`config.mk`:
```
export PLATFORM = sky130hd
export DESIGN_NAME = b64uf_step
export DESIGN_NICKNAME = d
export VERILOG_FILES = /design/src/hw/rtl/b64uf_pkg.sv /design/src/hw/rtl/b64uf_step.sv
export SDC_FILE = /design/constraint.sdc
export NUM_CORES = 1
export LEC_CHECK = 0
export ABC_AREA = 1
export BUFFER_PORTS_ARGS = -buffer_cell sky130_fd_sc_hd__buf_2
export CAP_MARGIN = 20
export CORE_UTILIZATION = 33
export DETAILED_ROUTE_END_ITERATION = 16
export PLACE_DENSITY_LB_ADDON = 0.2
export SLEW_MARGIN = 20
export SYNTH_ARGS = -nofsm -noshare
export SYNTH_HDL_FRONTEND = slang
export SYNTH_SLANG_ARGS = --single-unit
```
`constraint.sdc`:
```
create_clock -name vclk -period 2.7
set_clock_uncertainty 0.1 [all_clocks]
set_input_delay 0.135 -clock vclk [all_inputs]
set_output_delay 0.135 -clock vclk [all_outputs]
set_load 0.02 [all_outputs]
```
`src/hw/rtl/b64uf_pkg.sv`:
```
`default_nettype none
package b64uf_pkg;

    localparam int unsigned MAX_HASH_LEN = 4095;
    localparam int unsigned LEN_W = 12;
    localparam int unsigned COUNT_CAP = (MAX_HASH_LEN < 4095) ? MAX_HASH_LEN : 4095;

    localparam logic [7:0] CH_QUOTE = 8'h22;
    localparam logic [7:0] CH_PLUS  = 8'h2B;
    localparam logic [7:0] CH_SLASH = 8'h2F;
    localparam logic [7:0] CH_EQUAL = 8'h3D;
    localparam logic [7:0] CH_TAB   = 8'h09;
    localparam logic [7:0] CH_LF    = 8'h0A;
    localparam logic [7:0] CH_CR    = 8'h0D;
    localparam logic [7:0] CH_SPACE = 8'h20;

    localparam logic KIND_CHAR = 1'b0;
    localparam logic KIND_END  = 1'b1;
    localparam logic STATUS_OK  = 1'b0;
    localparam logic STATUS_ERR = 1'b1;

    typedef enum logic [2:0] {
        MODE_IDLE      = 3'd0,
        MODE_SCAN      = 3'd1,
        MODE_PEND_LF   = 3'd2,
        MODE_PEND_CR   = 3'd3,
        MODE_PEND_CRLF = 3'd4,
        MODE_SKIP_SP   = 3'd5
    } mode_t;

    typedef struct packed {
        logic [7:0] data_byte;
        logic       first_byte;
        logic       last_byte;
    } in_word_t;

    typedef struct packed {
        logic             emit;
        logic             kind;
        logic [7:0]       hash_char;
        logic             status;
        logic [LEN_W-1:0] hash_length;
    } out_word_t;

    function automatic logic is_b64(input logic [7:0] c);
        return (c >= 8'h61 && c <= 8'h7A) || (c >= 8'h41 && c <= 8'h5A) ||
               (c >= 8'h30 && c <= 8'h39) || c == CH_PLUS || c == CH_SLASH ||
               c == CH_EQUAL;
    endfunction

    function automatic logic is_sp(input logic [7:0] c);
        return c == CH_SPACE || c == CH_TAB;
    endfunction

endpackage
`default_nettype wire

```
`src/hw/rtl/b64uf_step.sv`:
```
`default_nettype none
module b64uf_step
    import b64uf_pkg::*;
(
    input  wire mode_t            mode,
    input  wire logic [LEN_W-1:0] count,
    input  wire in_word_t         word,
    output mode_t                 mode_next,
    output logic [LEN_W-1:0]      count_next,
    output out_word_t             result
);

    localparam logic [LEN_W-1:0] CAP = LEN_W'(COUNT_CAP);

    always_comb begin
        logic [7:0] c;
        logic       last;
        logic       do_scan;
        logic       fin;
        logic       fin_status;
        logic [7:0] fin_char;
        c          = word.data_byte;
        last       = word.last_byte;
        do_scan    = 1'b0;
        fin        = 1'b0;
        fin_status = STATUS_OK;
        fin_char   = 8'h00;
        mode_next  = mode;
        count_next = count;
        result     = '0;

        if (word.first_byte) begin
            mode_next  = MODE_SCAN;
            count_next = '0;
            if (c == CH_QUOTE) begin
                fin = last;
            end else begin
                do_scan = 1'b1;
            end
        end else begin
            unique case (mode)
                MODE_SCAN: begin
                    do_scan = 1'b1;
                end
                MODE_SKIP_SP: begin
                    if (is_sp(c)) begin
                        fin = last;
                    end else begin
                        mode_next = MODE_SCAN;
                        do_scan   = 1'b1;
                    end
                end
                MODE_PEND_LF, MODE_PEND_CRLF: begin
                    if (is_sp(c)) begin
                        mode_next = MODE_SKIP_SP;
                        fin       = last;
                    end else begin
                        fin        = 1'b1;
                        fin_status = STATUS_ERR;
                    end
                end
                MODE_PEND_CR: begin
                    if (c == CH_LF && !last) begin
                        mode_next = MODE_PEND_CRLF;
                    end else begin
                        fin        = 1'b1;
                        fin_status = STATUS_ERR;
                    end
                end
                default: begin
                    mode_next = MODE_IDLE;
                end
            endcase
        end

        if (do_scan) begin
            if (is_b64(c)) begin
                if (count_next < CAP) begin
                    count_next = count_next + LEN_W'(1);
                end
                if (last) begin
                    fin      = 1'b1;
                    fin_char = c;
                end else begin
                    result.emit      = 1'b1;
                    result.kind      = KIND_CHAR;
                    result.hash_char = c;
                end
            end else if (c == CH_LF || c == CH_CR) begin
                if (last) begin
                    fin = 1'b1;
                end else begin
                    mode_next = (c == CH_LF) ? MODE_PEND_LF : MODE_PEND_CR;
                end
            end else if (c == CH_QUOTE) begin
                fin = 1'b1;
            end else begin
                fin        = 1'b1;
                fin_status = STATUS_ERR;
            end
        end

        if (fin) begin
            mode_next        = MODE_IDLE;
            result.emit      = 1'b1;
            result.kind      = KIND_END;
            result.hash_char = fin_char;
            result.status    = fin_status;
        end
        result.hash_length = count_next;
    end

endmodule
`default_nettype wire

```
; Word-level counts from Yosys, hierarchy flattened
; Index checks and enable logic that the tools add are counted.
; W data, S select, Z words.
[word_totals]
inputBits = 25
out_inout_bits = 38
ff_bits = 0
[op_classes]
muxes = 42
eq_ne = 13
n_addsub = 1
reduce_logical = 13
n_lt_le_gt_ge = 7
[op_table]
columns = op, count
row1 = $mux W12, 4
row2 = $eq A8 B6 Y1 const B, 5
row3 = $mux W10, 3
row4 = $mux W3, 9
row5 = $eq A8 B4 Y1 const B, 3
row6 = $mux W8, 3
row7 = $mux W1, 18
row8 = $ge A8 B7 Y1 const B, 2
row9 = $le A8 B7 Y1 const B, 2
row10 = $add A12 B1 Y12 const B, 1
row11 = $lt A12 B12 Y1 const B, 1
row12 = $pmux W3 S4, 1
row13 = $mux W11, 1
row14 = $ge A8 B6 Y1 const B, 1
row15 = $le A8 B6 Y1 const B, 1
row16 = $logic_or A1 B1 Y1, 7
row17 = $eq A3 B2 Y1 const B, 2
row18 = $eq A3 B3 Y1 const B, 2
row19 = $logic_and A1 B1 Y1, 4
row20 = $pmux W1 S2, 2
row21 = $eq A3 B1 Y1 const B, 1
row22 = $pmux W1 S3, 1
row23 = $reduce_or A2 Y1, 1
row24 = $logic_not A1 Y1, 1

; Longest topological paths before layout
[depth]
ltp_word = 10
mapped_depth = 14

; Least setup slack after synthesis
; Ideal clock, no wire load.
[synth_path]
path_type = input-to-output
start = input word[1] (netlist name)
end = output result[1] (netlist name)
required_time_ns = 2.465
stages = 10
slack_ns = 0.499
arrival_time_ns = 1.966
cell_sequence = buf_6 > nor2_1 > ha_1 > nand3_1 > nor2_1 > nand4_1 > inv_1 > nor2_2 > o21ai_0 > buf_4
[synth_via]
elab_chain_len = 5
word_cells_on_any_way = 7
[synth_rtl]
columns = item, line_no
row1 = start: declaration, b64uf_step.sv:7  ; input wire in_word_t word,
row2 = $mux W12, b64uf_step.sv:32  ; if (word.first_byte) begin
row3 = $add A12 B1 Y12 / $lt A12 B12 Y1 (equally long branches), "b64uf_step.sv:79, b64uf_step.sv:78"
row4 = $mux W12, b64uf_step.sv:78  ; if (count_next < CAP) begin
row5 = $mux W12, b64uf_step.sv:77  ; if (is_b64(c)) begin
row6 = $mux W12 (*), b64uf_step.sv:76  ; if (do_scan) begin
row7 = end: declaration, b64uf_step.sv:10  ; output out_word_t result
; Every way passes the cells marked *; elsewhere a longest branch is shown, timed or not.

; Final worst setup path
[layout_path]
start = input word[1] (netlist name)
end = output count_next[2]
[layout_via]
elab_chain_len = 5
word_cells_on_any_way = 7
[layout_rtl]
columns = item, line_no
row1 = $mux W12, b64uf_step.sv:32
row2 = $add A12 B1 Y12 / $lt A12 B12 Y1 (equally long branches), "b64uf_step.sv:79, b64uf_step.sv:78"
row3 = $mux W12, b64uf_step.sv:78
row4 = $mux W12, b64uf_step.sv:77
row5 = $mux W12 (*), b64uf_step.sv:76
row6 = end: declaration, b64uf_step.sv:9  ; output logic [LEN_W-1:0] count_next,
; Marked as above.

==> flow_summary.ini <==
[timing]
period_share_pct = 86.5
rsz0062_at_grt = no
hold_viol_final = 0
fmax_mhz = 428
setup_violations = 0
maxSlewViolCount = 0
finalCriticalPeriod_ns = 2.33
finalSetupTns_ns = 0

[place]
port_buffers = 62
place.gp.congestion = 0.903
hpwlAfterDp_mm = 3.02

[final_layout]
synthToLayoutAreaGrowth_pct = 18.1
fillerInstances = 453
finalCoreUtilization_pct = 41.0
layout-drive-gt1-share_pct = 32.6
nets = 329
clkbuf_count = 0
sequential_cell_total = 0
final_common_cell = nand2_1
final_cell_mix = nand2_1 (88), buf_2 (62), inv_1 (27), nor2_1 (27), nand3_1 (20)
n_antenna_cell = 0
seq_area_sq_um = 0
multi_input_area_sq_um = 1020

[power]
leakage_nw = 0.939
irDropWorstVdd_mv = 0.0668
power.density_nw_per_um2 = 176

[run]
max_cap_viol_count = 0

[die]
start_util_pct = 34.7
rows = 22
ios = 63
fp.dieW_um = 64.6
core-area_sq_um = 3720
dieArea_sq_um = 4170
die_y_um = 64.6

[routing]
vias_per_cell = 4.67
drc_errors = 0
wl_per_cell_um = 10.5
wirelength_mm = 3.67
ant_nets = 0
dr.pass1.iters = 4
via_count = 1629
drtIter0Drc = 60

[synth]
yosys.cell_types.count = 27
synth_mux_area_share_pct = 0
avgSynthCellArea_sq_um = 5.04
yosys.area_share.simple_pct = 65.5
yosysSeqAreaShare_pct = 0
synth_top_area_share_pct = 25.6
yosysTopAreaCell = nand2_1
synth_area_leaders = nand2_1 (26%), inv_1 (7.8%), nor2_1 (7.8%), nand3_1 (7.8%), buf_4 (7.6%)
synth_fa_ha_area_share_pct = 0.969
yosysWarnings = 0
synth_top_family_by_area = simple AND/OR/NAND/NOR gates
synth_fp_nets = 282
synthCells = 256
synth_compound_area_share_pct = 8.82
syn-cell-area_sq_um = 1290
synth_xor_area_share_pct = 3.39

[critical_path]
crit_arrival_ns = 2.10
setup.worst_path.class = input pin to output port
cp.required_ns = 2.47
worstPathMaxFanout = 12
crit_path_end_kind = output port
critPathLaunchType = input pin

[global_routing]
grt.total_usage_pct = 18.2
grt_max_degree = 16
grt_pass1_wl_mm = 6.27
grt_pass1_vias = 1427
grt_overflow = 0
antenna_found_initial = 0

[min_path]
hold_class = input pin to output port

[outcome]
status = finished, final reports clean

[clocking]
cts_resized = 0
postCtsSetupRepairBufs = 0
ctsHoldBuffers = 0
[per-stage QoR]
| step | power, mW | std cells | hold slack (ns) | instance area, sq um | worst slack [ns] |
|---|---|---|---|---|---|
| after global routing | 0.300 | 349 | 0.540 | 1530 | 0.107 |
| after global placement | 0.270 | 349 | 0.517 | 1530 | 0.405 |
| final | 0.268 | 349 | 0.512 | 1530 | 0.365 |
| after detailed placement | 0.270 | 349 | 0.513 | 1530 | 0.368 |
| after floorplan | 0.207 | 256 | 0.259 | 1290 | 0.499 |
| after CTS | 0.271 | 349 | 0.513 | 1530 | 0.350 |
[worst max-delay path: stages]
cell and delay, ns:
buf_2 0.20, inv_2 0.23, nand2_1 0.15, inv_1 0.08
ha_1 0.23, inv_1 0.09, nor2_1 0.18, nand3_2 0.19
nand3_1 0.12, nand2_1 0.05, o21ai_0 0.07, nand2_1 0.06
o21ai_0 0.10, buf_2 0.21
[cell usage after synthesis (4+ instances only)]
master	n
nand4_1	7
nand2_1	88
nand3_1	20
buf_4	13
nand2_4	5
nor3_2	5
o21ai_0	11
xor2_1	4
nand2_2	7
inv_2	9
a21oi_1	4
nor2_1	27
inv_1	27
nor3_1	5
[worst paths after layout]
| kind | slack, ns | from | cells after the start | to |
|---|---|---|---|---|
| max | 0.37 | word[1] | 14 | count_next[2] |
| min | 0.51 | word[0] | 3 | mode_next[1] |
[report_power, final]
| part | total [mW] | internal, mW | switching [mW] |
|---|---|---|---|
| Combinational | 0.268 | 0.0835 | 0.184 |
| Sequential | 0 | 0 | 0 |
| Clock | 0 | 0 | 0 |
| Total | 0.268 | 0.0835 | 0.184 |
[cells by family (layout without fill, tap and decap cells)]
| group | count (synthesis) | count (layout) |
|---|---|---|
| buffers and inverters | 53 | 98 |
| AO/OA/AOI/OAI | 21 | 21 |
| adder cells (fa/ha/maj) | 1 | 1 |
| other | 1 | 1 |
| AND/OR/NAND/NOR | 175 | 175 |
| XOR/XNOR | 5 | 5 |
[area by class of cell]
class | count | share of cell area, %
inverter | 36 | 8.86
tap | 48 | 3.94
timing repair buffer | 62 | 20.3
multi-input combinational | 203 | 66.9
[layer usage]
layer	GRT usage [%]	up-vias	share of wire [%]
li1	-	885	-
met1	26.8	691	51
met2	31.2	53	45
met3	0	0	4.1
met4	0.556	0	0
met5	0	-	0
(Power assumes the default switching activity.)
